==> src/rtl/core/dbhs_pkg.sv <==
// ---------------------------------------------------------------------------
// dbhs_pkg
// Shared types and constants of the database handshake health checker.
// ---------------------------------------------------------------------------
`default_nettype none

package dbhs_pkg;

  // Field widths
  localparam int OP_W     = 2;
  localparam int BYTE_W   = 8;
  localparam int VERD_W   = 3;
  localparam int CAUSE_W  = 4;
  localparam int COUNT_W  = 25;
  localparam int LEN_W    = 24;
  localparam int POS_W    = COUNT_W + 1;

  // Operation codes
  localparam logic [OP_W-1:0] OP_DATA  = 2'd0;
  localparam logic [OP_W-1:0] OP_TICK  = 2'd1;
  localparam logic [OP_W-1:0] OP_CLOSE = 2'd2;

  // Protocol constants
  localparam logic [COUNT_W-1:0] COUNT_MAX      = {COUNT_W{1'b1}};
  localparam logic [BYTE_W-1:0]  PROTO_VERSION  = 8'd10;
  localparam int                 CAP_HIGH_BIT   = 1;   // bit 0x0200 of the capability word
  localparam int                 CAP_OFFSET     = 1 + 4 + 8 + 1;
  localparam int                 LEN_FIELD_BYTES = 3;
  localparam int                 HDR_BYTES      = 4;
  localparam int                 MIN_BYTES      = 5;
  localparam int                 OK_MIN_BYTES   = 7;
  localparam int                 NUL_START      = 5;
  localparam logic [BYTE_W-1:0]  SEQ_GREETING   = 8'd0;
  localparam logic [BYTE_W-1:0]  SEQ_REPLY      = 8'd2;
  localparam logic [BYTE_W-1:0]  REPLY_OK_CODE  = 8'd0;

  // Result buffer depth default
  localparam int RES_DEPTH_DEF = 3;

  typedef enum logic [2:0] {
    PH_GREETING = 3'b001,
    PH_REPLY    = 3'b010,
    PH_OVER     = 3'b100
  } phase_t;

  typedef enum logic [VERD_W-1:0] {
    VD_GREETING_OK = 3'd0,
    VD_PASSED      = 3'd1,
    VD_ACTIVE_FAIL = 3'd2,
    VD_NET_FAIL    = 3'd3,
    VD_IGNORED     = 3'd4
  } verdict_t;

  typedef enum logic [CAUSE_W-1:0] {
    FC_NONE       = 4'd0,
    FC_SHORT      = 4'd1,
    FC_LEN        = 4'd2,
    FC_SEQUENCE   = 4'd3,
    FC_VERSION    = 4'd4,
    FC_NO_NUL     = 4'd5,
    FC_SHORT_CAPS = 4'd6,
    FC_NO_41      = 4'd7,
    FC_NOT_OK     = 4'd8
  } cause_t;

  typedef struct packed {
    verdict_t verdict;
    cause_t   cause;
  } res_t;

endpackage

`default_nettype wire

==> src/rtl/core/dbhs_core.sv <==
// ---------------------------------------------------------------------------
// dbhs_core
// Phase tracking, per-chunk header capture and end-of-chunk checks.
// ---------------------------------------------------------------------------
`default_nettype none

module dbhs_core import dbhs_pkg::*; (
  input  wire logic              clk,
  input  wire logic              rst_n,
  input  wire logic              item_valid,
  input  wire logic [OP_W-1:0]   item_op,
  input  wire logic [BYTE_W-1:0] item_byte,
  input  wire logic              item_end,
  output logic                   res_valid,
  output res_t                   res
);

  phase_t             phase_r, phase_nxt;
  logic [COUNT_W-1:0] cnt_r, c_cnt;
  logic [LEN_W-1:0]   len_r, c_len;
  logic [BYTE_W-1:0]  seq_r, c_seq;
  logic [BYTE_W-1:0]  first_r, c_first;
  logic               found_r, c_found;
  logic [POS_W-1:0]   cap_pos_r, c_cap_pos;   // NUL position + CAP_OFFSET + 1
  logic [BYTE_W-1:0]  caphi_r, c_caphi;

  logic               is_data, take, clear;
  logic [POS_W-1:0]   cnt_ext, len_plus_hdr;
  logic               len_bad;
  cause_t             g_cause, r_cause;

  assign is_data = item_valid && (item_op == OP_DATA);
  assign take    = is_data && (cnt_r != COUNT_MAX);
  assign clear   = item_valid && ((item_op == OP_TICK) || (item_op == OP_CLOSE) ||
                                  (item_op == OP_DATA && item_end));

  // Captured view of the chunk including the current byte
  always_comb begin
    c_cnt     = cnt_r;
    c_len     = len_r;
    c_seq     = seq_r;
    c_first   = first_r;
    c_found   = found_r;
    c_cap_pos = cap_pos_r;
    c_caphi   = caphi_r;
    if (take) begin
      c_cnt = cnt_r + 1'b1;
      if (cnt_r < COUNT_W'(LEN_FIELD_BYTES)) begin
        c_len = len_r | (LEN_W'(item_byte) << {cnt_r[1:0], 3'b000});
      end else if (cnt_r == COUNT_W'(HDR_BYTES - 1)) begin
        c_seq = item_byte;
      end else if (cnt_r == COUNT_W'(HDR_BYTES)) begin
        c_first = item_byte;
      end
      if (cnt_r >= COUNT_W'(NUL_START) && !found_r && item_byte == '0) begin
        c_found   = 1'b1;
        c_cap_pos = {1'b0, cnt_r} + POS_W'(CAP_OFFSET + 1);
      end
      if (found_r && ({1'b0, cnt_r} == cap_pos_r)) begin
        c_caphi = item_byte;
      end
    end
  end

  assign cnt_ext      = {1'b0, c_cnt};
  assign len_plus_hdr = {{(POS_W-LEN_W){1'b0}}, c_len} + POS_W'(HDR_BYTES);
  assign len_bad      = (cnt_ext != len_plus_hdr);

  always_comb begin
    if (c_cnt < COUNT_W'(MIN_BYTES))           g_cause = FC_SHORT;
    else if (len_bad)                          g_cause = FC_LEN;
    else if (c_seq != SEQ_GREETING)            g_cause = FC_SEQUENCE;
    else if (c_first != PROTO_VERSION)         g_cause = FC_VERSION;
    else if (!c_found)                         g_cause = FC_NO_NUL;
    else if (cnt_ext <= c_cap_pos)             g_cause = FC_SHORT_CAPS;
    else if (!c_caphi[CAP_HIGH_BIT])           g_cause = FC_NO_41;
    else                                       g_cause = FC_NONE;
  end

  always_comb begin
    if (c_cnt < COUNT_W'(MIN_BYTES))           r_cause = FC_SHORT;
    else if (len_bad)                          r_cause = FC_LEN;
    else if (c_seq != SEQ_REPLY)               r_cause = FC_SEQUENCE;
    else if (c_first != REPLY_OK_CODE || c_cnt < COUNT_W'(OK_MIN_BYTES))
                                               r_cause = FC_NOT_OK;
    else                                       r_cause = FC_NONE;
  end

  always_comb begin
    phase_nxt   = phase_r;
    res_valid   = 1'b0;
    res.verdict = VD_IGNORED;
    res.cause   = FC_NONE;
    if (item_valid && item_op == OP_TICK) begin
      phase_nxt = PH_GREETING;
    end else if (item_valid && item_op == OP_CLOSE) begin
      if (phase_r == PH_GREETING || phase_r == PH_REPLY) begin
        res_valid   = 1'b1;
        res.verdict = VD_NET_FAIL;
      end
    end else if (is_data && item_end) begin
      res_valid = 1'b1;
      unique case (phase_r)
        PH_GREETING: begin
          res.cause = g_cause;
          if (g_cause == FC_NONE) begin
            res.verdict = VD_GREETING_OK;
            phase_nxt   = PH_REPLY;
          end else begin
            res.verdict = VD_ACTIVE_FAIL;
            phase_nxt   = PH_OVER;
          end
        end
        PH_REPLY: begin
          res.cause   = r_cause;
          res.verdict = (r_cause == FC_NONE) ? VD_PASSED : VD_ACTIVE_FAIL;
          phase_nxt   = PH_OVER;
        end
        default: begin
          res.verdict = VD_IGNORED;
        end
      endcase
    end
  end

  always_ff @(posedge clk) begin
    if (!rst_n) begin
      phase_r   <= PH_GREETING;
      cnt_r     <= '0;
      len_r     <= '0;
      seq_r     <= '0;
      first_r   <= '0;
      found_r   <= 1'b0;
      cap_pos_r <= '0;
      caphi_r   <= '0;
    end else begin
      phase_r <= phase_nxt;
      if (clear) begin
        cnt_r     <= '0;
        len_r     <= '0;
        seq_r     <= '0;
        first_r   <= '0;
        found_r   <= 1'b0;
        cap_pos_r <= '0;
        caphi_r   <= '0;
      end else if (take) begin
        cnt_r     <= c_cnt;
        len_r     <= c_len;
        seq_r     <= c_seq;
        first_r   <= c_first;
        found_r   <= c_found;
        cap_pos_r <= c_cap_pos;
        caphi_r   <= c_caphi;
      end
    end
  end

endmodule

`default_nettype wire

==> src/rtl/core/dbhs_res_fifo.sv <==
// ---------------------------------------------------------------------------
// dbhs_res_fifo
// Small result buffer between the check logic and the result channel.
// ---------------------------------------------------------------------------
`default_nettype none

module dbhs_res_fifo import dbhs_pkg::*; #(
  parameter int DEPTH = RES_DEPTH_DEF
) (
  input  wire logic                       clk,
  input  wire logic                       rst_n,
  input  wire logic                       wr_en,
  input  wire res_t                       wr_data,
  input  wire logic                       rd_en,
  output logic                            rd_valid,
  output res_t                            rd_data,
  output logic [$clog2(DEPTH+1)-1:0]      fill
);

  localparam int PW = (DEPTH > 1) ? $clog2(DEPTH) : 1;
  localparam int CW = $clog2(DEPTH + 1);

  res_t          mem [DEPTH];
  logic [PW-1:0] wr_ptr_r, rd_ptr_r;
  logic [CW-1:0] cnt_r;
  logic          do_rd;

  assign rd_valid = (cnt_r != '0);
  assign rd_data  = mem[rd_ptr_r];
  assign fill     = cnt_r;
  assign do_rd    = rd_en && rd_valid;

  always_ff @(posedge clk) begin
    if (wr_en) begin
      mem[wr_ptr_r] <= wr_data;
    end
  end

  always_ff @(posedge clk) begin
    if (!rst_n) begin
      wr_ptr_r <= '0;
      rd_ptr_r <= '0;
      cnt_r    <= '0;
    end else begin
      if (wr_en) begin
        wr_ptr_r <= (wr_ptr_r == PW'(DEPTH - 1)) ? '0 : wr_ptr_r + 1'b1;
      end
      if (do_rd) begin
        rd_ptr_r <= (rd_ptr_r == PW'(DEPTH - 1)) ? '0 : rd_ptr_r + 1'b1;
      end
      unique case ({wr_en, do_rd})
        2'b10:   cnt_r <= cnt_r + 1'b1;
        2'b01:   cnt_r <= cnt_r - 1'b1;
        default: cnt_r <= cnt_r;
      endcase
    end
  end

endmodule

`default_nettype wire

==> src/rtl/core/db_handshake_health_checker_top.sv <==
// ---------------------------------------------------------------------------
// db_handshake_health_checker_top
// Checks a server greeting and login reply, one received byte per cycle unless stalled.
// ---------------------------------------------------------------------------
//  Channel   Direction  Ports                                       Flow
//  in_       input      in_operation, in_data_byte, in_chunk_end    in_valid / in_stall
//  out_      output     out_verdict, out_fail_cause                 out_valid / out_stall
//
//  One transfer per cycle is taken on in_ when the result buffer has room.
//  A result reaches out_ via the input register, then the checks and the buffer.
//  in_stall rises only when the result buffer could overflow (RES_DEPTH).
//  Reset is synchronous; it returns to the greeting phase, empties the buffer.
// ---------------------------------------------------------------------------
`default_nettype none

module db_handshake_health_checker_top import dbhs_pkg::*; #(
  parameter int RES_DEPTH = RES_DEPTH_DEF
) (
  input  wire logic               clk,
  input  wire logic               rst_n,
  input  wire logic               in_valid,
  output logic                    in_stall,
  input  wire logic [OP_W-1:0]    in_operation,
  input  wire logic [BYTE_W-1:0]  in_data_byte,
  input  wire logic               in_chunk_end,
  output logic                    out_valid,
  input  wire logic               out_stall,
  output logic [VERD_W-1:0]       out_verdict,
  output logic [CAUSE_W-1:0]      out_fail_cause
);

  localparam int CW = $clog2(RES_DEPTH + 1);

  logic              in_valid_r;
  logic [OP_W-1:0]   op_r;
  logic [BYTE_W-1:0] byte_r;
  logic              end_r;
  logic              res_valid;
  res_t              res;
  res_t              head;
  logic [CW-1:0]     fill;
  logic [CW:0]       pending;

  // Reserve room for the item held in the input register and one more
  assign pending  = {1'b0, fill} + (CW+1)'(in_valid_r);
  assign in_stall = (pending >= (CW+1)'(RES_DEPTH));

  always_ff @(posedge clk) begin
    if (!rst_n) begin
      in_valid_r <= 1'b0;
    end else begin
      in_valid_r <= in_valid && !in_stall;
    end
  end

  always_ff @(posedge clk) begin
    if (in_valid && !in_stall) begin
      op_r   <= in_operation;
      byte_r <= in_data_byte;
      end_r  <= in_chunk_end;
    end
  end

  dbhs_core u_core (
    .clk        (clk),
    .rst_n      (rst_n),
    .item_valid (in_valid_r),
    .item_op    (op_r),
    .item_byte  (byte_r),
    .item_end   (end_r),
    .res_valid  (res_valid),
    .res        (res)
  );

  dbhs_res_fifo #(
    .DEPTH (RES_DEPTH)
  ) u_res_fifo (
    .clk      (clk),
    .rst_n    (rst_n),
    .wr_en    (res_valid),
    .wr_data  (res),
    .rd_en    (!out_stall),
    .rd_valid (out_valid),
    .rd_data  (head),
    .fill     (fill)
  );

  assign out_verdict    = head.verdict;
  assign out_fail_cause = head.cause;

endmodule

`default_nettype wire

==> config.mk <==
export PLATFORM = sky130hd
export DESIGN_NAME = db_handshake_health_checker_top
export DESIGN_NICKNAME = d
export VERILOG_FILES = /design/src/rtl/core/dbhs_pkg.sv /design/src/rtl/core/dbhs_core.sv /design/src/rtl/core/dbhs_res_fifo.sv /design/src/rtl/core/db_handshake_health_checker_top.sv
export SDC_FILE = /design/constraint.sdc
export NUM_CORES = 1
export LEC_CHECK = 0
export BUFFER_PORTS_ARGS = -buffer_cell sky130_fd_sc_hd__buf_4
export CAP_MARGIN = 20
export CORE_AREA = 3 3 190 192
export DETAILED_ROUTE_END_ITERATION = 16
export DIE_AREA = 0 0 193 195
export GPL_ROUTABILITY_DRIVEN = 0
export GPL_TIMING_DRIVEN = 0
export PLACE_DENSITY_LB_ADDON = 0.12
export SYNTH_ARGS = -nofsm -noshare
export SYNTH_HDL_FRONTEND = slang
export SYNTH_SLANG_ARGS = --single-unit
==> constraint.sdc <==
create_clock -name clk -period 15.3 [get_ports clk]
set_clock_uncertainty 0.1 [all_clocks]
set_input_delay 1.53 -clock clk [delete_from_list [all_inputs] [get_ports clk]]
set_output_delay 1.53 -clock clk [all_outputs]
set_load 0.005 [all_outputs]
## Word level (Yosys, flattened, before mapping)

Memory sizes are Yosys's and may differ from the RTL's. A register that Yosys moved wholly into a read port is not among the register bits.
Cells that the tools add are included.

- Add/sub/neg operators: 8
- $lt $le $gt $ge: 6
- Equality and inequality tests: 15
- Shifts and indexed selects: 1
- Mux-type cells: 49
- Bitwise gates (word level): 3
- Reductions and logical operators: 32

Operators by type and width:

| cell | number |
|---|---|
| $mux W8 | 7 |
| $mux W26 | 2 |
| $lt A25 B3 Y1 const B | 2 |
| $mux W24 | 2 |
| $mux W4 | 11 |
| $add A25 B4 Y26 const B | 1 |
| $eq A25 B26 Y1 | 1 |
| $le A25 B26 Y1 | 1 |
| $ne A25 B26 Y1 | 1 |
| $add A24 B3 Y25 const B | 1 |
| $add A25 B1 Y25 const B | 1 |
| $eq A25 B2 Y1 const B | 1 |
| $eq A25 B3 Y1 const B | 1 |
| $ge A25 B3 Y1 const B | 1 |
| $lt A25 B2 Y1 const B | 1 |
| $mux W25 | 1 |
| $ne A25 B25 Y1 const B | 1 |
| $or A24 B24 Y24 | 1 |
| $shl A8 B5 Y24 | 1 |
| $mux W2 | 8 |
| $reduce_bool A8 Y1 | 2 |
| $mux W7 | 2 |
| $logic_and A1 B1 Y1 | 12 |
| $mux W3 | 4 |
| other kinds (24) | 48 |

- Register bits after elaboration: 115
- RAM bits: 21
- Bits of input ports: 15
- Output and inout port bits: 9
- Word-level logic and storage cells: 131
- Memories kept: 1

Memory list:

| name | depth | bits a word | read ports | clocked after memory_dff | wr ports | line | text |
|---|---|---|---|---|---|---|---|
| u_res_fifo.mem | 3 | 7 | 1 | 1 | 1 | dbhs_res_fifo.sv:23 | `res_t mem [DEPTH];` |

## Longest topological paths before layout

Gate-level depths: netlist (run 1).

- Depth in word-level cells: 18
- Depth in mapped cells: 23
- Gate-level depth less buffers: 21

## Cells and area by module

A second synthesis (run 1) with hierarchy kept.

- Cell total of the unflattened synthesis: 1012
- Area total of the unflattened synthesis: 8587.0 µm²

By module, submodules not included:

| module | times used | cells an instance | area an instance (µm²) | seq. area each (µm²) |
|---|---|---|---|---|
| dbhs_core | 1 | 915 | 7084.3 | 1921.8 |
| dbhs_res_fifo | 1 | 78 | 1093.5 | 790.8 |
| db_handshake_health_checker_top | 1 | 19 | 409.1 | 350.3 |

## Worst setup path after synthesis (run 1)

No wires, ideal clock.

- Path type: reg-to-reg
- Start: register u_core.cnt_r[8]
- End: memory u_res_fifo.mem[0][0] (netlist bit), data pin
- Library setup time: 0.261 ns
- Arrival time: 4.559 ns
- Required time: 14.939 ns
- Slack: 10.380 ns
- Stages on the path, launching flop included: 20
- Buffers on the path: 3
- Period minus slack after synthesis: 4.920 ns
- Path through: dfxtp_1 > clkbuf_1 > and3_2 > nand4b_1 > o21ai_1 > nand4b_1 > clkbuf_1 > buf_1 > a21oi_1 > ha_1 > a2111oi_0 > a211oi_1 > o31a_1 > a211oi_1 > a211oi_1 > a21o_1 > a211oi_1 > o21ai_0 > a31oi_1 > nor2_1

RTL lines:

| what | line | text |
|---|---|---|
| start, declared | dbhs_core.sv:19 | `logic [COUNT_W-1:0] cnt_r, c_cnt;` |
| start signal, assigned | dbhs_core.sv:147 | `cnt_r <= c_cnt;` |
| end, declared | dbhs_res_fifo.sv:23 |  |

==> results of run 1 <==
-- state kept, by name (all words and copies together) (netlist names), named ones only --
| name | count |
|---|---|
| u_res_fifo.fill | 2 |
| u_res_fifo.mem | 21 |
| u_core.found_r | 1 |
| op_r | 2 |
| u_res_fifo.rd_ptr_r | 2 |
| u_core.cap_pos_r | 26 |
| u_core.seq_r | 8 |
| u_core.cnt_r | 25 |
| end_r | 1 |
| u_res_fifo.wr_ptr_r | 2 |
| u_core.len_r | 24 |
| u_core.phase_r | 3 |
| u_core.caphi_r | 1 |
| u_core.first_r | 8 |
| byte_r | 8 |
| in_valid_r | 1 |
-- cells by family after synthesis --
group                      Yosys count  share of synthesized area [%]
and+or+nand+nor                    427                          25.64
AOI/OAI and AO/OA                  180                          14.48
DFF                                137                          35.67
buffers and inverters              105                          6.324
xor gates and xnor gates            87                          8.874
adders and majority gates           37                          5.391
muxes                               31                          3.614
-- where the power goes --
group          leakage, nW  switching (mW)  internal [mW]  total (mW)
Sequential            1.13         0.00471          0.375       0.380
Combinational         2.33          0.0320         0.0203      0.0523
Clock                0.256           0.184          0.212       0.396
-- final cells by class --
| class | instances | area, um^2 |
|---|---|---|
| Inverter | 43 | 161.4 |
| Clock inverter | 13 | 111.4 |
| Tap cell | 455 | 569.3 |
| Buffer | 62 | 381.6 |
| Multi-Input combinational cell | 762 | 4981 |
| Sequential cell | 137 | 3063 |
| Clock buffer | 19 | 432.9 |
| Fill cell | 3845 | 24640 |
| Timing Repair Buffer | 28 | 197.7 |
-- cell usage after synthesis, types with 21 or more instances --
master,count
nand4_1,34
ha_1,37
a21oi_1,53
clkbuf_1,33
edfxtp_1,32
xor2_1,31
o21ai_0,33
inv_1,43
nor2_1,145
mux2i_1,31
nand2_1,63
dfxtp_1,105
xnor2_1,56
a41oi_1,21
nor4_1,28
nand3_1,21
nor3_1,32
-- cell usage in the layout, fill, tap and decap left out, drive strengths merged, types with 7 or more instances in the layout --
cell    count
inv        51
a21oi      53
nor4       29
mux2i      31
a21o        7
nand2      64
and2       11
xor2       31
or3        18
nor3       33
o21ai      34
and3       19
xnor2      56
dfxtp     105
a41oi      25
nand3      21
nand4      34
or2         7
nor2b       9
ha         37
nor2      146
or4         9
clkbuf     56
a211oi      8
buf        52
edfxtp     32
-- per-stage QoR --
stage	setup slack [ns]	hold WS (ns)	utilization, %	power [mW]	std cells
floorplan	10.38	0.3408	-	0.4182	1004
global placement	7.672	0.3542	27.01	0.4409	1482
detailed placement	7.798	0.3640	27.05	0.4411	1485
CTS	7.772	0.3811	28.63	0.8434	1517
global route	7.361	0.4133	28.65	0.8626	1519
finish	7.739	0.3734	28.65	0.8279	1519
-- per-layer routing --
layer	global-route usage [%]	part of all wire [%]	up-vias
li1	-	-	3723
met1	22.19	49	3667
met2	24.65	46	133
met3	2.352	3.6	27
met4	4.795	2.1	0
met5	0	0	-
-- worst paths after layout --
| path | from | to | slack [ns] | cells past startpoint |
|---|---|---|---|---|
| worst min register to register | u_core.phase_r[0] | u_core.phase_r[0] | 0.37 | 1 |
| worst min-delay path | u_core.phase_r[0] | u_core.phase_r[0] | 0.37 | 1 |
| worst max-delay path | u_core.cnt_r[8] | u_res_fifo.mem[0][5] | 7.74 | 18 |
| worst max register to register | u_core.cnt_r[8] | u_res_fifo.mem[0][5] | 7.74 | 18 |
-- worst max-delay path, stage by stage (launching register included) --
cell       delay, ns
dfxtp_1         0.34
clkbuf_1        0.44
and3_2          0.34
nand4b_1        0.38
o21ai_1         0.68
nand4b_1        0.42
clkbuf_1        0.57
buf_1           0.57
a21oi_1         0.21
ha_1            0.36
nand4_1         0.11
nor4_1          0.64
o31a_1          0.31
a211oi_1        0.13
a211oi_1        0.64
nand3b_1        0.22
or3_1           0.35
a221oi_1        0.30
o2bb2ai_1       0.16
==> metrics.md, run 1 <==
| Metric | Value |
|---|---|
| DIE WIDTH | `193 um` |
| Diode count | `0` |
| Post-synth EDFFs | `32` |
| Clk sink count | `137` |
| DR WL/cell | `19.10 um` |
| Fraction of layout cells with a size suffix above 1 | `10.71%` |
| Worst Path Arrival | `7.63 ns` |
| Hold/Removal Path Class | `reg -> reg` |
| CP Class | `reg -> reg` |
| VDD IR max | `75.11 uV` |
| Dominant cell type by area after synthesis | `dfxtp_1` |
| Slew at the pin with the worst max-slew slack | `0.9221 ns` |
| Row count | `68` |
| PostCTS Resize Cnt | `0` |
| Slew headroom | `37.66%` |
| DR vias | `7550` |
| Root buf cell | `clkbuf_16` |
| Num CTS Buffers | `17` |
| Status | `finished, final reports clean` |
| H-tree depth | `4` |
| Post-CTS setup buffer count | `0` |
| Post-layout minimum cycle time | `7.561 ns` |
| Syn Area/Cell | `8.553 um^2` |
| DP Wirelength | `22420 um` |
| WL final | `29020 um` |
| Remaining global-route overflow | `0` |
| Worst Setup Start Kind | `register` |
| Synth Warn # | `0` |
| Detail Route Antenna Nets | `0` |
| Crit end category | `register` |
| Vias per cell | `4.970` |
| Total negative setup slack | `0 ns` |
| Gr usage total | `15.69%` |
| Top cell type's share of synthesized area | `24.48%` |
| Die area | `0.03764 mm^2` |
| Sequential area share after synthesis | `35.67%` |
| Max-cap violations | `0` |
| Initial Util | `24.86%` |
| DRT Pass-1 Iters | `5` |
| Initial antenna violation count | `0` |
| Port bufs | `23` |
| Maximum clock path buffer count | `2` |
| Final Setup Violations | `0` |
| Seq cells post-synth | `137` |
| Power Density | `83.64 mW/mm^2` |
| Critical Path Fanout Max | `10` |
| Period utilization | `49.42%` |
| Vias in the first global route | `7356` |
| Fmax | `132.3 MHz` |
| Synthesis-to-layout area growth | `15.27%` |
| DIE HEIGHT | `195 um` |
| First-pass GRT wire length | `44540 um` |
| Area of the mapped netlist | `0.008587 mm^2` |
| Top cells by area, synth | `dfxtp_1, edfxtp_1, nor2_1, xnor2_1, ha_1` |
| Skew-Pair Late Insertion Delay | `0.44 ns` |
| Cts hold-fix bufs | `0` |
| Post-Syn Instances | `1004` |
| Nets | `1103` |
| Post-DP Area | `0.009344 mm^2` |
| RSZ-0062 raised after global routing | `false` |
| Final Max Slew Viols | `0` |
| Lkg Pwr | `3.723 nW` |
| Final hold violation count | `0` |
| Main synth FF type | `dfxtp_1` |
| Post-synthesis cell type count | `78` |
| Asr flop ratio synth | `0%` |
| Core ar. | `0.03454 mm^2` |
| Pin count of the biggest net entering global routing | `17` |
| Final Cell Area | `0.009898 mm^2` |
| Post-synth net total | `1056` |
| Clock-pin slew on the worst setup and hold paths | `0.07 ns` |
| Worst path required time | `15.36 ns` |
| I/O Pins | `24` |
| CTS tree | `yes` |
| Drt first-iter violations | `430` |
| Drt drc | `0` |
(Power assumes the default switching activity.)
==> inputs of run 2 (changes only) <==
clock period = 7.45 ns   (was 15.3 ns; I/O delays follow)
==> metrics.md, run 2 (synthesized netlist as in run 1, its figures left out) <==
| Metric | Value |
|---|---|
| DRT Pass-1 Iters | `5` |
| DR vias | `7540` |
| Slew at the pin with the worst max-slew slack | `0.9258 ns` |
| WL final | `28990 um` |
| First-pass GRT wire length | `44560 um` |
| Slew headroom | `37.41%` |
| DIE WIDTH | `193 um` |
| Clk sink count | `137` |
| DR WL/cell | `19.08 um` |
| Fmax | `143.0 MHz` |
| Commonest non-fill, non-tap cells in the layout | `nor2_1, dfxtp_1, nand2_1, xnor2_1, a21oi_1` |
| Period utilization | `93.88%` |
| Maximum clock path buffer count | `2` |
| Power Density | `171.5 mW/mm^2` |
| Diode count | `0` |
| R2R cell count | `18` |
| CP Class | `reg -> reg` |
| Final Setup Violations | `0` |
| Critical Path Fanout Max | `10` |
| Worst Path Arrival | `7.06 ns` |
| Clock-pin slew on the worst setup and hold paths | `0.07 ns` |
| Initial Util | `24.86%` |
| Post-layout minimum cycle time | `6.994 ns` |
| CTS tree | `yes` |
| Most common cell after layout, fill and taps aside | `nor2_1` |
| Largest regs | `u_core.cap_pos_r (26), u_core.cnt_r (25), u_core.len_r (24)` |
| DIE HEIGHT | `195 um` |
| Vias per cell | `4.964` |
| H-tree depth | `4` |
| Drt drc | `0` |
| Util after Layout | `28.68%` |
| Lkg Pwr | `3.728 nW` |
| Drt first-iter violations | `465` |
| VDD IR max | `154.0 uV` |
| Reg with most FFs | `u_core.cap_pos_r` |
| Gr usage total | `15.70%` |
| Core ar. | `0.03454 mm^2` |
| Detail Route Antenna Nets | `0` |
| Synthesis-to-layout area growth | `15.39%` |
| Final WS setup | `0.4558 ns` |
| Pin count of the biggest net entering global routing | `17` |
| Worst path required time | `7.51 ns` |
| Total Power | `1.699 mW` |
| Crit-path cells | `clkbuf_1 -> and3_2 -> nand4b_1 -> o21ai_2 -> nand4b_1 -> clkbuf_1 -> clkbuf_2 -> a21oi_1 -> ha_1 -> nand4_1 -> nor4_1 -> o31a_1 -> a211oi_1 -> a211oi_2 -> nand3b_1 -> or3_1 -> a221oi_1 -> o2bb2ai_1` |
| Crit end category | `register` |
| Port bufs | `23` |
| Die area | `0.03764 mm^2` |
| Skew-Pair Late Insertion Delay | `0.44 ns` |
| RSZ-0062 raised after global routing | `false` |
| Remaining global-route overflow | `0` |
| Crit-path max cell delay | `0.76 ns` |
| DP Wirelength | `22420 um` |
| Hold/Removal Path Class | `reg -> reg` |
| Fraction of layout cells with a size suffix above 1 | `11.00%` |
| I/O Pins | `24` |
| Final hold violation count | `0` |
| Num CTS Buffers | `17` |
| Max-cap violations | `0` |
| Row count | `68` |
| Worst Hold Path Cells | `1` |
| Slowest-stage cell, CP | `nor4_1` |
| Worst Setup Start Kind | `register` |
| Vias in the first global route | `7362` |
| Post-placement setup slack | `-0.05232 ns` |
| Initial antenna violation count | `0` |
| Largest register FFs | `26` |
| Root buf cell | `clkbuf_16` |
| Cts hold-fix bufs | `0` |
| Final Max Slew Viols | `0` |
| Nets | `1103` |
| Status | `finished, final reports clean` |
run 2: cell count changes in the layout (fill, tap and decap cells not counted), sizes merged:
| cell | previous run | this run |
|---|---|---|
| buf | 52 | 51 |
| clkbuf | 56 | 57 |
run 2: cell type report:
type                            instances  area (um^2)
Fill cell                            3845        24630
Multi-Input combinational cell        762         4990
Sequential cell                       137         3063
Tap cell                              455        569.3
Clock buffer                           19        432.9
Buffer                                 62        382.9
Timing Repair Buffer                   28        197.7
Inverter                               43        161.4
Clock inverter                         13        111.4
run 2: final timing paths:
check / start / end / slack, ns
worst max-delay path: u_core.cnt_r[8] / u_res_fifo.mem[0][5] / 0.46
worst min-delay path: u_core.phase_r[0] / u_core.phase_r[0] / 0.37
worst max register to register: u_core.cnt_r[8] / u_res_fifo.mem[0][5] / 0.46
worst min register to register: u_core.phase_r[0] / u_core.phase_r[0] / 0.37
run 2: worst max-delay path, delay by kind of cell, from the launching register on:
kind / cells / cell delay [ns]
compound gates: 7 / 1.99
simple gates: 7 / 2.53
fa+ha+maj: 1 / 0.34
buf+inv: 3 / 1.40
flops: 1 / 0.33
run 2: metrics by stage:
stage	area (um^2)	instances	hold slack [ns]	TNS, ns
2_1_floorplan	8587	1004	0.3408	0
3_3_place_gp	9329	1482	0.3542	-0.5341
3_5_place_dp	9344	1485	0.3640	-0.1569
4_1_cts	9892	1517	0.3562	0
5_1_grt	9908	1519	0.3557	0
6_report	9908	1519	0.3734	0
run 2: repair_timing:
action | in CTS | in global routing
resized for setup | 1 | 2
setup endpoints to repair | 3 | 6
buffers inserted | 0 | 0
hold endpoints to repair | 0 | 0
run 2: report_power, final:
part | leakage (nW) | internal (mW) | switching, mW
Clock | 0.256 | 0.435 | 0.376
Sequential | 1.13 | 0.771 | 0.00964
Combinational | 2.34 | 0.0420 | 0.0658
run 2: layer usage:
metal | vias up | part of all wire [%] | track usage [%]
li1 | 3723 | - | -
met1 | 3666 | 49 | 22.19
met2 | 124 | 46 | 24.67
met3 | 27 | 3.4 | 2.352
met4 | 0 | 2.1 | 4.795
met5 | - | 0 | 0
==> inputs of run 3 (changes only) <==
ABC_AREA = 1   (was default)
CORE_AREA = 3 3 159 161   (was 3 3 190 192)
DIE_AREA = 0 0 162 164   (was 0 0 193 195)
SYNTH_HIERARCHICAL = 1   (was default)
==> metrics.md, run 3 <==
| Metric | Value |
|---|---|
| Total negative setup slack | `0 ns` |
| DIE HEIGHT | `164 um` |
| Most used cell, CP | `nand3_1` |
| Root buf cell | `clkbuf_16` |
| Initial antenna violation count | `0` |
| Final Max Slew Viols | `0` |
| H-tree depth | `4` |
| Vias in the first global route | `8641` |
| Main synth FF type | `dfxtp_1` |
| Util after Layout | `44.51%` |
| Worst Setup Start Kind | `register` |
| Slew headroom | `43.78%` |
| Filler cells | `2633` |
| DIE WIDTH | `162 um` |
| CP Launch Point | `u_core/cnt_r[1]` |
| Area of the mapped netlist | `0.009552 mm^2` |
| Diode count | `0` |
| DRT Pass-1 Iters | `5` |
| Post-synth net total | `1502` |
| Number of buffers and inverters on the critical path | `6` |
| Post-Syn Instances | `1451` |
| Worst Path Arrival | `5.86 ns` |
| Nets | `1545` |
| Fraction of layout cells with a size suffix above 1 | `11.81%` |
| DP Wirelength | `23920 um` |
| Slew at the pin with the worst max-slew slack | `0.8433 ns` |
| DR vias | `9123` |
| CTS tree | `yes` |
| Reg with most FFs | `u_core/cap_pos_r` |
| Core ar. | `0.02411 mm^2` |
| Commonest non-fill, non-tap cells in the layout | `nand2_1, nor2_1, inv_1, dfxtp_1, nand3_1` |
| Cts hold-fix bufs | `0` |
| Final hold violation count | `0` |
| Top cell type's share of synthesized area | `22.01%` |
| Crit Reg-Reg Startpoint | `u_core/cnt_r[1]` |
| Slowest-stage cell, CP | `clkbuf_1` |
| Total Power | `1.927 mW` |
| Post-synthesis cell type count | `52` |
| Remaining global-route overflow | `0` |
| Crit end category | `register` |
| Drt first-iter violations | `747` |
| Num CTS Buffers | `17` |
| CP Class | `reg -> reg` |
| Lkg Pwr | `4.978 nW` |
| Period utilization | `76.80%` |
| Most instantiated cells after synthesis | `nand2_1, nor2_1, inv_1, dfxtp_1, nand3_1` |
| PostCTS Resize Cnt | `0` |
| Die area | `0.02657 mm^2` |
| Post-CTS setup buffer count | `0` |
| Max-cap violations | `0` |
| Power Density | `179.6 mW/mm^2` |
| Critical Path Fanout Max | `12` |
| Status | `finished, final reports clean` |
| Skew-Pair Late Insertion Delay | `0.43 ns` |
| Synthesis-to-layout area growth | `12.33%` |
| Asr flop ratio synth | `0%` |
| Largest register FFs | `26` |
| Clock-pin slew on the worst setup and hold paths | `0.07 ns` |
| Gr usage total | `23.37%` |
| Sequential area share after synthesis | `32.07%` |
| Most common cell after layout, fill and taps aside | `nand2_1` |
| Final instance count without filler cells | `1831` |
| WL final | `30350 um` |
| Synth Warn # | `6` |
| Top cells by area, synth | `dfxtp_1, nand2_1, edfxtp_1, nor2_1, inv_1` |
| CP top delay family | `buffers and inverters` |
| Fmax | `174.8 MHz` |
| Worst hold start | `u_core/len_r[22]` |
| I/O Pins | `24` |
| First-pass GRT wire length | `47340 um` |
| Most common cell in the netlist | `nand2_1` |
| Vias per cell | `4.983` |
| Largest regs | `u_core/cap_pos_r (26), u_core/cnt_r (25), u_core/len_r (24)` |
| Final Hold Slack | `0.3606 ns` |
| RSZ-0062 raised after global routing | `false` |
| Post-layout minimum cycle time | `5.722 ns` |
| Crit-path max cell delay | `0.56 ns` |
| Row count | `57` |
| Clk sink count | `137` |
| Seq cells post-synth | `137` |
| Worst path required time | `7.59 ns` |
| Initial Util | `39.62%` |
| Pin count of the biggest net entering global routing | `17` |
| Maximum clock path buffer count | `2` |
| Hold/Removal Path Class | `reg -> reg` |
| Final Setup Violations | `0` |
| Port bufs | `23` |
| Drt drc | `0` |
| Placed cells | `1798` |
| Syn Area/Cell | `6.583 um^2` |
| Post-synth EDFFs | `32` |
| DR WL/cell | `16.58 um` |
| Dominant cell type by area after synthesis | `dfxtp_1` |
| VDD IR max | `122.2 uV` |
| Detail Route Antenna Nets | `0` |
[run 3: stage by stage]
stage	instance area [um^2]	setup slack, ns
after floorplan	9552	3.410
after global placement	10130	1.889
after detailed placement	10130	1.847
after CTS	10720	1.783
after global routing	10730	1.258
final	10730	1.728
[run 3: per-layer routing]
| layer | routed length (um) | track usage, % | share of wire, % | up-vias |
|---|---|---|---|---|
| met5 | 0 | 0 | 0 | - |
| met4 | 907 | 8.181 | 3.0 | 0 |
| met3 | 1901 | 3.556 | 6.3 | 45 |
| met2 | 13970 | 38.77 | 46 | 268 |
| met1 | 13580 | 31.10 | 45 | 4150 |
| li1 | - | - | - | 4660 |
[run 3: final cells by class]
class / count / area (um^2) / share of cell area [%]
multi-input cells: 1058 / 5438 / 50.68
clock buffers: 18 / 429.2 / 4.000
well taps: 324 / 405.4 / 3.778
flip-flops and latches: 137 / 3063 / 28.55
inverters: 213 / 804.5 / 7.499
repair buffers: 24 / 180.2 / 1.679
plain buffers: 43 / 246.5 / 2.297
clock inverters: 14 / 162.7 / 1.516
[run 3: worst register-to-register path: cells and delay by family (launching register included)]
family | cells | cell delay (ns)
fa+ha+maj | 2 | 0.59
compound gates | 8 | 1.14
buf+inv | 6 | 1.74
simple gates | 14 | 1.60
flops | 1 | 0.38
[run 3: worst paths after layout]
kind,endpoint,slack (ns),depth (start not counted)
setup reg to reg,u_res_fifo/mem[2][5],1.73,30
hold reg to reg,u_core/len_r[22],0.36,2
hold / removal,u_core/len_r[22],0.36,2
setup / recovery,u_res_fifo/mem[2][5],1.73,30
[run 3: power breakdown]
group	switching (mW)	leakage (nW)	internal, mW	total (mW)
Combinational	0.182	3.56	0.0896	0.272
Sequential	0.00920	1.13	0.773	0.782
Clock	0.371	0.288	0.502	0.873
[run 3: kinds of logic after synthesis]
logic type | after synthesis | synth area share (%)
buffers and inverters | 256 | 11.00
AO/OA/AOI/OAI | 119 | 7.192
AND/OR/NAND/NOR | 839 | 38.98
flip-flops | 137 | 32.07
adder cells (fa/ha/maj) | 36 | 4.716
XOR/XNOR | 63 | 5.934
multiplexers | 1 | 0.1048
